--- src/rtl/core/hsp_pkg.sv ---
`default_nettype none

package hsp_pkg;

    localparam int FUNC_W = 2;
    localparam int BYTE_W = 8;
    localparam int MASK_W = 3;
    localparam int COUNT_W = 16;
    localparam int DUTY_W = 8;
    localparam int CFG_DATA_W = 16;
    localparam int CFG_INDEX_W = 3;
    localparam int S_TDATA_W = 16;
    localparam int M_TDATA_W = 16;

    localparam logic [FUNC_W-1:0] FUNC_TICK = 2'd0;
    localparam logic [FUNC_W-1:0] FUNC_RX = 2'd1;
    localparam logic [FUNC_W-1:0] FUNC_CLEAR = 2'd2;

    localparam logic [CFG_INDEX_W-1:0] CFG_FAST_RELOAD = 3'd0;
    localparam logic [CFG_INDEX_W-1:0] CFG_SLOW_RELOAD = 3'd1;
    localparam logic [CFG_INDEX_W-1:0] CFG_HEATER_ONE_DUTY = 3'd2;
    localparam logic [CFG_INDEX_W-1:0] CFG_HEATER_TWO_DUTY = 3'd3;
    localparam logic [CFG_INDEX_W-1:0] CFG_BUZZER_ENABLE = 3'd4;

    localparam int MASK_TICK = 0;
    localparam int MASK_SECOND = 1;
    localparam int MASK_BYTE = 2;

    typedef struct packed {
        logic [FUNC_W-1:0] func;
        logic [BYTE_W-1:0] received_byte;
        logic [MASK_W-1:0] clear_mask;
    } item_t;

    typedef struct packed {
        logic [COUNT_W-1:0] fast_reload;
        logic [COUNT_W-1:0] slow_reload;
        logic [DUTY_W-1:0] heater_one_duty;
        logic [DUTY_W-1:0] heater_two_duty;
        logic buzzer_enable;
    } cfg_t;

    typedef struct packed {
        logic heater_one_on;
        logic heater_two_on;
        logic buzzer_level;
        logic tick_flag;
        logic second_flag;
    } timer_out_t;

    typedef struct packed {
        logic byte_valid;
        logic [BYTE_W-1:0] held_byte;
    } rx_out_t;

endpackage

`default_nettype wire

--- src/rtl/core/hsp_cfg_regs.sv ---
`default_nettype none

module hsp_cfg_regs (
    input  wire logic                                aclk,
    input  wire logic                                aresetn,
    input  wire logic                                cfg_wr_en,
    input  wire logic [hsp_pkg::CFG_INDEX_W-1:0]     cfg_index,
    input  wire logic [hsp_pkg::CFG_DATA_W-1:0]      cfg_wdata,
    output hsp_pkg::cfg_t                            cfg
);

    hsp_pkg::cfg_t cfg_reg;

    always_ff @(posedge aclk) begin
        if (!aresetn) begin
            cfg_reg <= '0;
        end else if (cfg_wr_en) begin
            case (cfg_index)
                hsp_pkg::CFG_FAST_RELOAD: begin
                    cfg_reg.fast_reload <= cfg_wdata;
                end
                hsp_pkg::CFG_SLOW_RELOAD: begin
                    cfg_reg.slow_reload <= cfg_wdata;
                end
                hsp_pkg::CFG_HEATER_ONE_DUTY: begin
                    cfg_reg.heater_one_duty <= cfg_wdata[hsp_pkg::DUTY_W-1:0];
                end
                hsp_pkg::CFG_HEATER_TWO_DUTY: begin
                    cfg_reg.heater_two_duty <= cfg_wdata[hsp_pkg::DUTY_W-1:0];
                end
                hsp_pkg::CFG_BUZZER_ENABLE: begin
                    cfg_reg.buzzer_enable <= cfg_wdata[0];
                end
                default: begin
                end
            endcase
        end
    end

    assign cfg = cfg_reg;

endmodule

`default_nettype wire

--- src/rtl/core/hsp_timer.sv ---
`default_nettype none

module hsp_timer #(
    parameter int SLOTS = 50
) (
    input  wire logic          aclk,
    input  wire logic          aresetn,
    input  wire logic          step_en,
    input  wire hsp_pkg::item_t item,
    input  wire hsp_pkg::cfg_t  cfg,
    output hsp_pkg::timer_out_t next_out
);

    localparam int PHASE_W = $clog2(SLOTS);
    localparam logic [PHASE_W-1:0] LAST_SLOT = PHASE_W'(SLOTS - 1);

    logic [hsp_pkg::COUNT_W-1:0] fast_count_reg, fast_count_next;
    logic [hsp_pkg::COUNT_W-1:0] slow_count_reg, slow_count_next;
    logic [PHASE_W-1:0]          phase_reg, phase_next;
    hsp_pkg::timer_out_t         out_reg, out_next;

    always_comb begin
        fast_count_next = fast_count_reg;
        slow_count_next = slow_count_reg;
        phase_next = phase_reg;
        out_next = out_reg;
        case (item.func)
            hsp_pkg::FUNC_TICK: begin
                if (fast_count_reg == '0) begin
                    out_next.tick_flag = 1'b1;
                    fast_count_next = cfg.fast_reload;
                end else begin
                    fast_count_next = fast_count_reg - 1'b1;
                end
                if (slow_count_reg == '0) begin
                    if (phase_reg >= LAST_SLOT) begin
                        phase_next = '0;
                        out_next.second_flag = 1'b1;
                    end else begin
                        phase_next = phase_reg + 1'b1;
                    end
                    out_next.heater_one_on =
                        cfg.heater_one_duty > hsp_pkg::DUTY_W'(phase_next);
                    out_next.heater_two_on =
                        cfg.heater_two_duty > hsp_pkg::DUTY_W'(phase_next);
                    slow_count_next = cfg.slow_reload;
                end else begin
                    slow_count_next = slow_count_reg - 1'b1;
                end
                out_next.buzzer_level = cfg.buzzer_enable & ~out_reg.buzzer_level;
            end
            hsp_pkg::FUNC_CLEAR: begin
                if (item.clear_mask[hsp_pkg::MASK_TICK]) begin
                    out_next.tick_flag = 1'b0;
                end
                if (item.clear_mask[hsp_pkg::MASK_SECOND]) begin
                    out_next.second_flag = 1'b0;
                end
            end
            default: begin
            end
        endcase
    end

    always_ff @(posedge aclk) begin
        if (!aresetn) begin
            fast_count_reg <= '0;
            slow_count_reg <= '0;
            phase_reg <= '0;
            out_reg <= '0;
        end else if (step_en) begin
            fast_count_reg <= fast_count_next;
            slow_count_reg <= slow_count_next;
            phase_reg <= phase_next;
            out_reg <= out_next;
        end
    end

    assign next_out = out_next;

endmodule

`default_nettype wire

--- src/rtl/core/hsp_rx_latch.sv ---
`default_nettype none

module hsp_rx_latch (
    input  wire logic        aclk,
    input  wire logic        aresetn,
    input  wire logic        step_en,
    input  wire hsp_pkg::item_t item,
    output hsp_pkg::rx_out_t next_out
);

    hsp_pkg::rx_out_t rx_reg, rx_next;

    always_comb begin
        rx_next = rx_reg;
        case (item.func)
            hsp_pkg::FUNC_RX: begin
                if (!rx_reg.byte_valid) begin
                    rx_next.held_byte = item.received_byte;
                end
                rx_next.byte_valid = 1'b1;
            end
            hsp_pkg::FUNC_CLEAR: begin
                if (item.clear_mask[hsp_pkg::MASK_BYTE]) begin
                    rx_next.byte_valid = 1'b0;
                end
            end
            default: begin
            end
        endcase
    end

    always_ff @(posedge aclk) begin
        if (!aresetn) begin
            rx_reg <= '0;
        end else if (step_en) begin
            rx_reg <= rx_next;
        end
    end

    assign next_out = rx_next;

endmodule

`default_nettype wire

--- src/rtl/core/heater_slot_pwm_timer.sv ---
`default_nettype none

// Heater slot PWM timer. Accepts one word per clock while the result side
// keeps taking words. A word is first held in an input register and is applied
// to the block state when it moves into the result register, from which its
// result word is presented; while the result side stalls, the word waits in the
// input register. Timer tick words advance the fast and slow dividers and the
// SLOTS slot heater phase and toggle the buzzer when it is enabled; receive
// words latch a byte unless one is already held; clear words drop status flags
// by mask. Configuration writes take effect at once and are meant to be made
// while no word is in flight.
module heater_slot_pwm_timer #(
    parameter int SLOTS = 50
) (
    input  wire logic                             aclk,
    input  wire logic                             aresetn,
    input  wire logic                             s_tvalid,
    output      logic                             s_tready,
    // [7:0] received_byte, [10:8] clear_mask, [15:11] zero
    input  wire logic [hsp_pkg::S_TDATA_W-1:0]    s_tdata,
    // [1:0] func
    input  wire logic [hsp_pkg::FUNC_W-1:0]       s_tuser,
    output      logic                             m_tvalid,
    input  wire logic                             m_tready,
    // [0] heater_one_on, [1] heater_two_on, [2] buzzer_level, [3] tick_flag,
    // [4] second_flag, [5] byte_valid, [13:6] held_byte, [15:14] zero
    output      logic [hsp_pkg::M_TDATA_W-1:0]    m_tdata,
    input  wire logic                             cfg_wr_en,
    input  wire logic [hsp_pkg::CFG_INDEX_W-1:0]  cfg_index,
    input  wire logic [hsp_pkg::CFG_DATA_W-1:0]   cfg_wdata
);

    localparam int RESULT_W = 6 + hsp_pkg::BYTE_W;

    hsp_pkg::cfg_t       cfg;
    hsp_pkg::item_t      in_item_reg;
    hsp_pkg::timer_out_t timer_next;
    hsp_pkg::rx_out_t    rx_next;

    logic                            in_valid_reg, in_valid_next;
    logic                            m_tvalid_reg, m_tvalid_next;
    logic [hsp_pkg::M_TDATA_W-1:0]   m_tdata_reg;
    logic                            s_accept;
    logic                            advance;

    assign advance = in_valid_reg & (~m_tvalid_reg | m_tready);
    assign s_tready = ~in_valid_reg | advance;
    assign s_accept = s_tvalid & s_tready;

    assign in_valid_next = s_accept | (in_valid_reg & ~advance);
    assign m_tvalid_next = advance | (m_tvalid_reg & ~m_tready);

    always_ff @(posedge aclk) begin
        if (!aresetn) begin
            in_valid_reg <= 1'b0;
            m_tvalid_reg <= 1'b0;
        end else begin
            in_valid_reg <= in_valid_next;
            m_tvalid_reg <= m_tvalid_next;
        end
    end

    always_ff @(posedge aclk) begin
        if (s_accept) begin
            in_item_reg.func <= s_tuser;
            in_item_reg.received_byte <= s_tdata[hsp_pkg::BYTE_W-1:0];
            in_item_reg.clear_mask <=
                s_tdata[hsp_pkg::BYTE_W+hsp_pkg::MASK_W-1:hsp_pkg::BYTE_W];
        end
        if (advance) begin
            m_tdata_reg <= hsp_pkg::M_TDATA_W'({
                rx_next.held_byte,
                rx_next.byte_valid,
                timer_next.second_flag,
                timer_next.tick_flag,
                timer_next.buzzer_level,
                timer_next.heater_two_on,
                timer_next.heater_one_on
            });
        end
    end

    hsp_cfg_regs u_cfg_regs (
        .aclk      (aclk),
        .aresetn   (aresetn),
        .cfg_wr_en (cfg_wr_en),
        .cfg_index (cfg_index),
        .cfg_wdata (cfg_wdata),
        .cfg       (cfg)
    );

    hsp_timer #(
        .SLOTS (SLOTS)
    ) u_timer (
        .aclk     (aclk),
        .aresetn  (aresetn),
        .step_en  (advance),
        .item     (in_item_reg),
        .cfg      (cfg),
        .next_out (timer_next)
    );

    hsp_rx_latch u_rx_latch (
        .aclk     (aclk),
        .aresetn  (aresetn),
        .step_en  (advance),
        .item     (in_item_reg),
        .next_out (rx_next)
    );

    assign m_tvalid = m_tvalid_reg;
    assign m_tdata = m_tdata_reg;

    a_advance_gives_result: assert property (
        @(posedge aclk) disable iff (!aresetn)
        advance |=> m_tvalid
    ) else $error("processed word did not produce a result");

    a_held_word_kept: assert property (
        @(posedge aclk) disable iff (!aresetn)
        (in_valid_reg && !advance) |=> (in_valid_reg && $stable(in_item_reg))
    ) else $error("stalled input word was lost or changed");

    a_buzzer_quiet: assert property (
        @(posedge aclk) disable iff (!aresetn)
        (advance && in_item_reg.func == hsp_pkg::FUNC_TICK && !cfg.buzzer_enable)
            |=> !m_tdata[2]
    ) else $error("buzzer toggled while disabled");

    a_rx_sets_valid: assert property (
        @(posedge aclk) disable iff (!aresetn)
        (advance && in_item_reg.func == hsp_pkg::FUNC_RX) |=> m_tdata[5]
    ) else $error("received byte did not mark byte valid");

    a_result_width: assert property (
        @(posedge aclk) disable iff (!aresetn)
        m_tvalid |-> (m_tdata[hsp_pkg::M_TDATA_W-1:RESULT_W] == '0)
    ) else $error("result padding bits not zero");

endmodule

`default_nettype wire
--- config.mk ---
export PLATFORM = sky130hd
export DESIGN_NAME = heater_slot_pwm_timer
export DESIGN_NICKNAME = d
export VERILOG_FILES = /design/src/rtl/core/hsp_pkg.sv /design/src/rtl/core/hsp_cfg_regs.sv /design/src/rtl/core/hsp_timer.sv /design/src/rtl/core/hsp_rx_latch.sv /design/src/rtl/core/heater_slot_pwm_timer.sv
export SDC_FILE = /design/constraint.sdc
export NUM_CORES = 1
export LEC_CHECK = 0
export BUFFER_PORTS_ARGS = -buffer_cell sky130_fd_sc_hd__buf_2
export CORE_AREA = 2 2 90 156
export CTS_CLUSTER_SIZE = 30
export DETAILED_ROUTE_END_ITERATION = 8
export DIE_AREA = 0 0 92 158
export SYNTH_ARGS = -nofsm -noshare
export SYNTH_HDL_FRONTEND = slang
export SYNTH_SLANG_ARGS = --single-unit
--- constraint.sdc ---
create_clock -name aclk -period 2.3 [get_ports aclk]
set_clock_uncertainty 0.05 [all_clocks]
set_input_delay 0.345 -clock aclk [delete_from_list [all_inputs] [get_ports aclk]]
set_output_delay 0.345 -clock aclk [all_outputs]
set_load 0.005 [all_outputs]
# Word level (Yosys, flattened, before mapping)
# Index checks and enable logic that the tools add are counted.
[word_totals] register_bits=130 wordCells=75
[classes] eq_ne=6 add_sub_neg=3 muxes=17 magnitude_cmp=3 bitwise=14 n_reduce_logical=11
[op_table] cell="zero test 16 bit" count=2
[op_table] cell="two-way mux 16 bit" count=2
[op_table] cell="subtractor 16 x 1 -> 16 bit (second input constant)" count=2
[op_table] cell="two-way mux 6 bit" count=3
[op_table] cell="> comparator 8 x 6 -> 1 bit" count=2
[op_table] cell="two-way mux 8 bit" count=2
[op_table] cell="AND reduction 2 bit" count=6
[op_table] cell="adder 6 x 1 -> 6 bit (second input constant)" count=1
[op_table] cell="== test 3 x 2 -> 1 bit (second input constant)" count=2
[op_table] cell=">= comparator 6 bit (second input constant)" count=1
[op_table] cell="two-way mux 1 bit" count=6
[op_table] cell="AND 1 bit" count=5
[op_table] cell="inverter 1 bit" count=5
[op_table] cell="OR 1 bit" count=4
[op_table] cell="case mux 2 bit (2 select lines)" count=1
[op_table] cell="== test 3 x 1 -> 1 bit (second input constant)" count=1
[op_table] cell="== test 3 bit (second input constant)" count=1
[op_table] cell="zero test 3 bit" count=1
[op_table] cell="two-way mux 3 bit" count=1
[op_table] cell="AND reduction 3 bit" count=1
[op_table] cell="== test 2 x 1 -> 1 bit (second input constant)" count=1
[op_table] cell="== test 2 bit (second input constant)" count=1
[op_table] cell="zero test 2 bit" count=1
[op_table] cell="two-way mux 2 bit" count=1
[op_table] cell="case mux 1 bit (2 select lines)" count=1

# Longest topological paths before layout
# Gate-level depths: netlist (run 1).
[depth] word_depth=7 ltp_mapped=11 mapped_depth_nobuf=11

# Hierarchy
# A second synthesis (run 1) with hierarchy kept.
[unflattened] cells_unflattened=670 hier_area_um2=6475.0
[modules_own_cells] module="hsp_timer" instances=1 area_per_inst_um2=3119.2 cells_per_inst=390
[modules_own_cells] module="hsp_cfg_regs" instances=1 area_per_inst_um2=1874.3 cells_per_inst=181
[modules_own_cells] module="heater_slot_pwm_timer" instances=1 area_per_inst_um2=933.4 cells_per_inst=39
[modules_own_cells] module="hsp_rx_latch" instances=1 area_per_inst_um2=548.0 cells_per_inst=60

# Worst setup path after synthesis (run 1)
# No wires, ideal clock.
[synth_path] path_kind="reg2reg" startpoint="reg u_timer.phase_reg[1]" endpoint="reg m_tdata_reg (netlist bit m_tdata[1]), data pin" setup_slack_ps=-198 period_less_slack_ps=2498 t_arrival_ps=2187 setup_time_ps=262 stages_incl_launch_ff=12 required_time_ps=1988 path_buffers=0 path_cell_list="dfxtp_1 inv_1 ha_1 nor4b_1 nor2_1 nor2_1 inv_1 ha_1 nand2_1 or4_1 o21ai_0 o21ai_0"
[synth_lines] element="start: declaration" line_no="hsp_timer.sv:19" text="logic [PHASE_W-1:0] phase_reg, phase_next;"
[synth_lines] element="start signal: assignment" line_no="hsp_timer.sv:74" text="phase_reg <= phase_next;"
[synth_lines] element="end signal: assignment" line_no="heater_slot_pwm_timer.sv:71" text="m_tdata_reg <= hsp_pkg::M_TDATA_W'({"
[synth_lines] element="end: declaration" line_no="heater_slot_pwm_timer.sv:42" text="logic [hsp_pkg::M_TDATA_W-1:0] m_tdata_reg;"

==> results of run 1 <==
power breakdown:
| part | switching [W] | total [W] | internal [W] |
|---|---|---|---|
| Sequential | 0.0000374 | 0.00243 | 0.00239 |
| Combinational | 0.000308 | 0.000507 | 0.000198 |
| Clock | 0.00119 | 0.00264 | 0.00145 |
| Total | 0.00153 | 0.00557 | 0.00404 |
critical path: stages (launching register included):
cell	delay, ns
dfxtp_2	0.33
inv_2	0.05
ha_4	0.16
nor4b_4	0.36
nor2_4	0.11
nor2_2	0.14
inv_2	0.08
ha_4	0.27
nand2_2	0.07
or4_4	0.50
o21ai_4	0.09
o21ai_1	0.08
Yosys cell counts (2+ instances only):
master	count	area [µm²]
nor2_1	45	169
mux2i_1	22	220
nor4b_1	2	17.5
edfxtp_1	27	811
ha_1	20	250
nand4_1	6	37.5
o311ai_0	3	26.3
a2111oi_0	3	26.3
a21oi_1	70	350
o21ai_0	26	130
a211oi_1	2	15.0
nand3b_1	2	15.0
o22ai_1	2	12.5
or4_1	10	75.1
o2111ai_1	5	43.8
nor2b_1	6	37.5
nor4_1	8	50.1
a31oi_1	9	56.3
buf_4	2	15.0
and3_1	2	12.5
nor3_1	9	45.0
or2_2	4	25.0
nor4_2	2	25.0
clkbuf_2	2	10.0
o211ai_1	4	30.0
and4_1	2	17.5
nand2_1	129	484
o31ai_1	9	67.6
o41ai_1	2	17.5
nand2b_1	3	18.8
xor2_1	2	17.5
buf_2	2	10.0
and2_1	7	43.8
mux2_2	8	90.1
clkbuf_1	26	97.6
nand3_1	17	85.1
dfxtp_1	103	2060
inv_1	20	75.1
or3_1	11	68.8
a2111o_1	2	22.5
buf_1	3	11.3
final cells by class:
type	instances	area, µm²	share of cell area (%)
clock buffer	17	425	5.89
multi-input combinational	471	2950	40.9
timing repair buffer	81	515	7.14
inverter	21	78.8	1.09
tap	174	218	3.02
sequential	130	2880	39.9
clock inverter	15	151	2.10
repair_timing:
item | 4_1_cts | 5_1_grt
pin swaps | 8 | 5
setup endpoints to repair | 4 | 14
setup buffers | 4 | 1
gates resized for setup | 13 | 18
endpoints found under the hold margin | 0 | 0
through the flow:
step / power [W] / TNS, ns / hold WS, ns / util, %
floorplan: 0.00277 / -0.0899 / 0.383 / -
global placement: 0.00294 / -0.602 / 0.390 / 48.4
detailed placement: 0.00296 / -0.942 / 0.397 / 48.4
CTS: 0.00560 / -0.554 / 0.0171 / 53.4
global route: 0.00578 / -1.17 / 0.0178 / 54.2
finish: 0.00557 / -0.752 / 0.0345 / 54.2
layer usage:
layer  part of all wire (%)  vias up  global-route usage [%]
met5                      0        -                       0
met4                    2.1        0                    7.89
met3                    4.1       30                    5.09
met2                     56      125                    40.7
met1                     38     2428                    22.7
li1                       -     2472                       -
path summary, 6_finish.rpt:
path / from / to / slack, ns / cells after the start
worst min register to register: u_cfg_regs.cfg[21] / u_cfg_regs.cfg[21] / 0.41 / 2
worst max register to register: u_timer.phase_reg[1] / m_tdata[1] / -0.27 / 11
worst max-delay path: u_timer.phase_reg[1] / m_tdata[1] / -0.27 / 11
worst min-delay path: s_tuser[0] / in_item_reg[11] / 0.03 / 1
cells by family (layout without fill, tap and decap cells):
group,after synthesis,after routing,synth area share [%]
AO/OA/AOI/OAI,142,142,14.4
AND/OR/NAND/NOR,274,274,22.6
adder cells (fa/ha/maj),20,20,4.27
flip-flops,130,130,49.1
other,1,2,0.0641
XOR/XNOR,3,3,0.449
multiplexers,30,30,5.30
buffers and inverters,56,134,3.80
==> key figures, run 1 <==
Global routing
  • Vias in the first global route: 4,938
  • Remaining global-route overflow: 0
  • Total global-route track usage: roughly 21%
  • Largest net degree at the start of global routing: 53
  • Antenna violations before repair: 0
  • Global-route wire length before repair: 24,300 µm

Finish
  • Max reg flops: 49
  • Post-route cell area: 0.00722 mm²
  • Most common cell after layout, fill and taps aside: nand2_1
  • Post-Layout Cell Count: 909
  • Filler cell count: between 1,000 and 1,500
  • Final #Nets: 784
  • Commonest cells after routing, fill and taps aside: 127 x nand2_1, 101 x dfxtp_1, 70 x a21oi_1
  • Share of cells above drive strength 1: 22.2%
  • Synthesis-to-layout area growth: 23.3%
  • Ant diodes: 0

Route
  • Vias: 5,055
  • Remaining DRCs: 0
  • Initial drt markers: 200
  • Post-route ant nets: 0
  • Detailed-route wire length per cell: between 15 and 20 µm
  • Vias per cell: 5.56
  • Total length of routed wires: 15,200 µm
  • Drt pass-1 iters: 4

Floorplan
  • Core area: 0.0133 mm²
  • Die width: approximately 92 µm
  • Row cnt: 56
  • Die height: 158 µm
  • Die area: between 0.01 and 0.015 mm²
  • Initial Utilization: 44.0%
  • # IOs: 60

STA
  • Final Cycle Share: 112%
  • Rel. slew slack: 55.4%
  • Slew Limit Fails: 0
  • Final setup violation count: 4
  • RSZ-0062 raised after global routing: true
  • Fin crit period: 2.57 ns
  • Fmax: 0.390 GHz
  • Worst-Margin Slew: 0.669 ns
  • Final Hold Fails: 0
  • Setup slack after layout: -0.267 ns

Logic synthesis
  • Post-synthesis cell type count: 58
  • Proportion of synthesized chip area in sequential cells: 49.1%
  • Syn. warnings: 0
  • Cell count after synthesis: 656
  • Asr flop ratio synth: 0%
  • Post-synth EDFFs: 27
  • Predominant post-synthesis flop cell: dfxtp_1
  • Seq cells post-synth: between 100 and 150
  • Post-Syn Area per Cell: 8.92 µm²
  • Mapped Area: 0.00585 mm²

CTS
  • # clock sinks: 130
  • TritonCTS buffer count: 17
  • H-tree lvl count: 4
  • Skew-Pair Late Insertion Delay: 0.43 ns
  • CTS clk-pin slew, worst paths: 0.07 ns
  • Root Buffer: clkbuf_16
  • Max clock buf depth: 2
  • CTS tree: done
  • # hold bufs at CTS: 0

Placement
  • Detailed-placement wirelength estimate: 10,800 µm
  • Dpl ws: -0.272 ns
  • Port bufs: between 50 and 60
  • Dpl cells: 872
  • GPL Wtd Cong: 0.861
  • DP Area: ~0.0064 mm²

Setup path
  • Kind of critical path: reg2reg
  • Crit path max fanout: 5
  • Crit. End Element: register
  • Startpoint Class: register
  • Arrival time at the worst endpoint: roughly 2.7 ns
  • CP Data Required Time: 2.43 ns

Power and ir drop
  • P_leak: between 2 and 3 nW
  • Power Density: 772 mW/mm²
  • Highest ir drop seen on vdd: 0.569 mV

Run status
  • Failing checks: negative setup slack
  • Status: complete, but fails checks

Min path
  • Hold Crit Class: in2reg

Flow run
  • Max Cap Viol: 0
Power figures use the tool's default switching activity.
==> run 2, diff against run 1 <==
--- a/config.mk
+++ b/config.mk
@@ -5,11 +5,12 @@
 export SDC_FILE = /design/constraint.sdc
 export NUM_CORES = 1
 export LEC_CHECK = 0
+export ABC_AREA = 1
 export BUFFER_PORTS_ARGS = -buffer_cell sky130_fd_sc_hd__buf_2
-export CORE_AREA = 2 2 90 156
+export CORE_AREA = 2 2 93 163
 export CTS_CLUSTER_SIZE = 30
 export DETAILED_ROUTE_END_ITERATION = 8
-export DIE_AREA = 0 0 92 158
+export DIE_AREA = 0 0 95 165
 export SYNTH_ARGS = -nofsm -noshare
 export SYNTH_HDL_FRONTEND = slang
 export SYNTH_SLANG_ARGS = --single-unit
==> key figures, run 2 <==
Setup path
  • Reg2Reg Depth: 13
  • Slowest CP cell: dfxtp_2
  • Worst path cell trace: inv_2 -> ha_1 -> inv_2 -> a31oi_4 -> buf_6 -> nor3_4 -> inv_2 -> ha_4 -> nand2_2 -> nor3_2 -> nand3_1 -> nand2_2 -> o21ai_0
  • Crit path max fanout: 5
  • Most frequent CP cell: inv_2
  • Worst stage delay on the critical path: 0.35 ns
  • Startpoint Class: register
  • Delay-heaviest family, CP: simple AND/OR/NAND/NOR gates
  • Kind of critical path: reg2reg
  • CP Data Required Time: about 2.4 ns
  • Worst path depth: 13
  • Crit. End Element: register
  • Critical path buffers and inverters: 4
  • Arrival time at the worst endpoint: 2.27 ns

Floorplan
  • Die height: 165 µm
  • Core area: 0.0143 mm²
  • Row cnt: 58
  • Die area: 0.0157 mm²
  • # IOs: 60
  • Die width: 95 µm
  • Initial Utilization: 44.6%

STA
  • Setup TNS: 0 ns
  • Setup slack after layout: 0.133 ns
  • Final Hold Fails: 0
  • Slew Limit Fails: 0
  • Fmax: 0.461 GHz
  • Fin crit period: between 2 and 2.5 ns
  • Final Cycle Share: 94.2%
  • Final setup violation count: 0
  • Worst-Margin Slew: 0.674 ns
  • Rel. slew slack: 55.0%

Logic synthesis
  • Largest family of logic cells by synthesized area: simple AND/OR/NAND/NOR gates
  • Simple logic cell fraction of the synthesized area: 26.0%
  • Area share of fa/ha/maj cells after synthesis: roughly 3.9%
  • Cell count after synthesis: 847
  • Predominant post-synthesis flop cell: dfxtp_1
  • Syn. warnings: 0
  • Proportion of synthesized chip area in sequential cells: 45.1%
  • Cell taking the most area after synthesis: dfxtp_1
  • Compound-Gate Fraction of Synth Area: between 10% and 20%
  • Post-synth EDFFs: 27
  • Synth top area cells: dfxtp_1 32%, edfxtp_1 13%, nand2_1 8.2%
  • Post-synthesis mux area share: 0%
  • Seq cells post-synth: 130
  • Mapped Area: 0.00638 mm²
  • Post-synthesis cell type count: 32
  • Fraction of synthesized cell area in xor and xnor cells: 0.687%
  • Commonest cells in the synthesized netlist: 140 x nand2_1, 112 x nor2_1, 108 x inv_1, 103 x dfxtp_1, 87 x a21oi_1
  • Top-count cell post-synth: nand2_1
  • Synth top area share: 32.3%
  • Asr flop ratio synth: 0%
  • Post-Syn Area per Cell: roughly 7.5 µm²

CTS
  • Max clock buf depth: 2
  • Skew-Pair Late Insertion Delay: 0.42 ns
  • CTS clk-pin slew, worst paths: 0.06 ns
  • TritonCTS buffer count: 17
  • H-tree lvl count: 4
  • # clock sinks: 130
  • CTS tree: done
  • Root Buffer: clkbuf_16

Route
  • Post-route ant nets: 0
  • Vias per cell: ~5
  • Initial drt markers: between 150 and 200
  • Vias: approximately 5,500
  • Remaining DRCs: 0
  • Total length of routed wires: about 16,000 µm
  • Drt pass-1 iters: 5
  • Detailed-route wire length per cell: 14.5 µm

Finish
  • Filler cell count: 1,405
  • Commonest cells after routing, fill and taps aside: 138 x nand2_1, 111 x nor2_1, 105 x inv_1
  • Ant diodes: 0
  • Synthesis-to-layout area growth: 17.9%
  • Share of cells above drive strength 1: 16.9%
  • Final #Nets: about 970
  • Most common cell after layout, fill and taps aside: nand2_1
  • Max reg flops: 49

Global routing
  • Total global-route track usage: 21.7%
  • Largest net degree at the start of global routing: 56
  • Vias in the first global route: roughly 5,400
  • Antenna violations before repair: 0
  • Remaining global-route overflow: 0
  • Global-route wire length before repair: 25,900 µm

Power and ir drop
  • Highest ir drop seen on vdd: 0.457 mV
  • P_leak: approximately 3.3 nW
  • Power Density: 800 mW/mm²

Min path
  • Hold Crit Class: in2reg
  • Hold Path Depth: 1

Flow run
  • Max Cap Viol: 0

Placement
  • Detailed-placement wirelength estimate: 11,700 µm
  • GPL Wtd Cong: 0.882
  • Dpl ws: -0.0323 ns
  • Port bufs: 52

Run status
  • Status: completed
[run 2: report_power, final]
| part | internal [W] | switching (W) |
|---|---|---|
| clock network | 0.00158 | 0.000966 |
| logic | 0.000333 | 0.000640 |
| registers | 0.00244 | 0.0000546 |
[run 2: timing repair]
item / CTS / global route
setup endpoints to repair: 2 / 4
setup buffers: 0 / 1
hold buffers: 0 / 0
pin swaps: 0 / 4
resized for setup: 2 / 26
[run 2: path summary, 6_finish.rpt]
kind	from	end	slack, ns
setup / recovery	u_timer.phase_reg[1]	m_tdata[1]	0.13
hold / removal	s_tdata[1]	in_item_reg[4]	0.05
setup reg to reg	u_timer.phase_reg[1]	m_tdata[1]	0.13
hold reg to reg	u_cfg_regs.cfg[24]	u_cfg_regs.cfg[24]	0.40
[run 2: cell type report]
cell class | count | area (µm²) | area share (%)
Inverter | 116 | 435 | 5.79
Multi-Input combinational cell | 575 | 3030 | 40.3
Clock buffer | 28 | 538 | 7.16
Clock inverter | 3 | 18.8 | 0.250
Tap cell | 180 | 225 | 3.00
Sequential cell | 130 | 2880 | 38.3
Timing Repair Buffer | 69 | 392 | 5.21
[run 2: stage by stage]
stage | hold slack, ns | util, % | cell area, µm² | instances | total power [W]
global route | 0.0437 | 52.6 | 7510 | 1101 | 0.00630
finish | 0.0538 | 52.6 | 7510 | 1101 | 0.00601
detailed placement | 0.395 | 47.9 | 6850 | 1069 | 0.00350
floorplan | 0.374 | - | 6380 | 848 | 0.00322
CTS | 0.0415 | 51.9 | 7420 | 1100 | 0.00605
global placement | 0.390 | 47.9 | 6850 | 1069 | 0.00350
[run 2: kinds of logic after synthesis]
| group | Yosys count |
|---|---|
| other | 1 |
| DFF | 130 |
| buffers and inverters | 143 |
| and+or+nand+nor | 359 |
| AOI/OAI and AO/OA | 189 |
| adders and majority gates | 20 |
| xor gates and xnor gates | 5 |
[run 2: routing by layer]
| layer | track usage, % | vias up | routed length [µm] |
|---|---|---|---|
| met5 | 0 | - | 0 |
| met4 | 8.23 | 0 | 374 |
| li1 | - | 2892 | - |
| met2 | 40.7 | 87 | 8680 |
| met3 | 3.33 | 27 | 458 |
| met1 | 24.0 | 2523 | 6470 |
==> run 3, diff against run 2 <==
--- a/config.mk
+++ b/config.mk
@@ -7,10 +7,11 @@
 export LEC_CHECK = 0
 export ABC_AREA = 1
 export BUFFER_PORTS_ARGS = -buffer_cell sky130_fd_sc_hd__buf_2
-export CORE_AREA = 2 2 93 163
+export CORE_AREA = 2 2 86 149
 export CTS_CLUSTER_SIZE = 30
 export DETAILED_ROUTE_END_ITERATION = 8
-export DIE_AREA = 0 0 95 165
+export DIE_AREA = 0 0 88 151
+export PLACE_DENSITY = 0.75
 export SYNTH_ARGS = -nofsm -noshare
 export SYNTH_HDL_FRONTEND = slang
 export SYNTH_SLANG_ARGS = --single-unit
==> key figures, run 3 (synthesis results as in run 2) <==
Global routing
  • Antenna violations before repair: 0
  • Largest net degree at the start of global routing: 48
  • Remaining global-route overflow: 0
  • Global-route wire length before repair: 23,600 µm
  • Total global-route track usage: 23.1%
  • Vias in the first global route: 5,199

Setup path
  • Arrival time at the worst endpoint: 2.30 ns
  • Crit. End Element: register
  • Worst path cell trace: ha_1 -> inv_2 -> a31oi_4 -> buf_6 -> nor3_4 -> inv_2 -> ha_4 -> nand2_2 -> nor3_2 -> nand3_1 -> nand2_1 -> o21ai_1
  • Most frequent CP cell: inv_2
  • Slowest CP cell: dfxtp_4
  • Startpoint Class: register
  • Critical path buffers and inverters: 3
  • CP Data Required Time: about 2.4 ns
  • Kind of critical path: reg2reg
  • Crit path max fanout: 5
  • Delay-heaviest family, CP: simple AND/OR/NAND/NOR gates
  • Worst stage delay on the critical path: 0.36 ns

Run status
  • Status: completed

Route
  • Initial drt markers: between 150 and 200
  • Post-route ant nets: 0
  • Vias: 5,598
  • Vias per cell: about 5.2
  • Drt pass-1 iters: 4
  • Remaining DRCs: 0
  • Total length of routed wires: roughly 15,000 µm
  • Detailed-route wire length per cell: between 10 and 15 µm

Finish
  • Post-route cell area: 0.00752 mm²
  • Final #Nets: 970
  • Share of cells above drive strength 1: 17.9%
  • Ant diodes: 0
  • Commonest cells after routing, fill and taps aside: 138 x nand2_1, 111 x nor2_1, 105 x inv_1
  • Layout Utilization: 62.7%
  • Most common cell after layout, fill and taps aside: nand2_1
  • Max reg flops: 49
  • Synthesis-to-layout area growth: 18.0%

Floorplan
  • Initial Utilization: between 50% and 60%
  • Die height: 151 µm
  • Core area: approximately 0.012 mm²
  • # IOs: 60
  • Die width: 88 µm
  • Row cnt: 53
  • Die area: 0.0133 mm²

STA
  • Final Hold Fails: 0
  • Fmax: 0.458 GHz
  • Worst-Margin Slew: 0.661 ns
  • Slew Limit Fails: 0
  • Fin crit period: 2.18 ns
  • Final Cycle Share: 94.8%
  • Rel. slew slack: ~56%
  • Final setup violation count: 0

Flow run
  • Max Cap Viol: 0

CTS
  • CTS tree: done
  • H-tree lvl count: 4
  • CTS clk-pin slew, worst paths: 0.06 ns
  • TritonCTS buffer count: 17
  • Root Buffer: clkbuf_16
  • # clock sinks: 130
  • Skew-Pair Late Insertion Delay: around 0.41 ns
  • Max clock buf depth: 2

Placement
  • DP Area: just under 0.007 mm²
  • Port bufs: 52
  • Detailed-placement wirelength estimate: about 11,000 µm
  • GPL Wtd Cong: 0.883

Min path
  • Hold Crit Class: in2reg

Power and ir drop
  • P_leak: ~3.3 nW
  • Highest ir drop seen on vdd: 0.681 mV
  • Power Density: 788 mW/mm²
run 3: cell type report:
type / count / area [µm²]
tap: 165 / 206
clock inverter: 14 / 101
fill: 1075 / 4480
timing repair buffer: 68 / 397
clock buffer: 18 / 450
multi-input combinational: 575 / 3050
sequential: 130 / 2880
inverter: 116 / 435
run 3: metal layers:
| layer | track usage [%] | vias to the layer above | wire length (µm) |
|---|---|---|---|
| met1 | 24.7 | 2565 | 6030 |
| met3 | 4.80 | 24 | 484 |
| met2 | 43.0 | 112 | 7860 |
| met5 | 0 | - | 0 |
| li1 | - | 2897 | - |
| met4 | 8.92 | 0 | 290 |
run 3: final timing paths:
check                  startpoint                  to  slack, ns  cells after the start
max          u_timer.phase_reg[0]          m_tdata[1]       0.12                     12
min                    s_tdata[5]      in_item_reg[8]       0.06                      1
min reg2reg    u_cfg_regs.cfg[17]  u_cfg_regs.cfg[17]       0.40                      2
max reg2reg  u_timer.phase_reg[0]          m_tdata[1]       0.12                     12
run 3: timing repair:
item | in CTS | in global routing
endpoints found under the hold margin | 0 | 0
gates resized for setup | 3 | 33
buffers inserted | 0 | 1
pin swaps | 0 | 7
setup endpoints to repair | 2 | 4
hold buffers | 0 | 0
run 3: where the power goes:
group          switching [W]  internal [W]  leakage, nW  total [W]
clock network        0.00103       0.00145        0.273    0.00248
logic               0.000624      0.000333         1.94   0.000957
registers          0.0000540       0.00244         1.10    0.00249
total                0.00171       0.00422         3.31    0.00593
run 3: metrics by stage:
step	TNS (ns)	power (W)	setup slack, ns	hold slack, ns	instances
floorplan	0	0.00322	0.0711	0.374	848
global placement	-0.0186	0.00346	-0.0186	0.388	1053
detailed placement	-0.0713	0.00347	-0.0658	0.393	1053
CTS	0	0.00595	0.00406	0.0491	1085
global route	-0.00845	0.00620	-0.00845	0.0426	1086
finish	0	0.00593	0.119	0.0579	1086
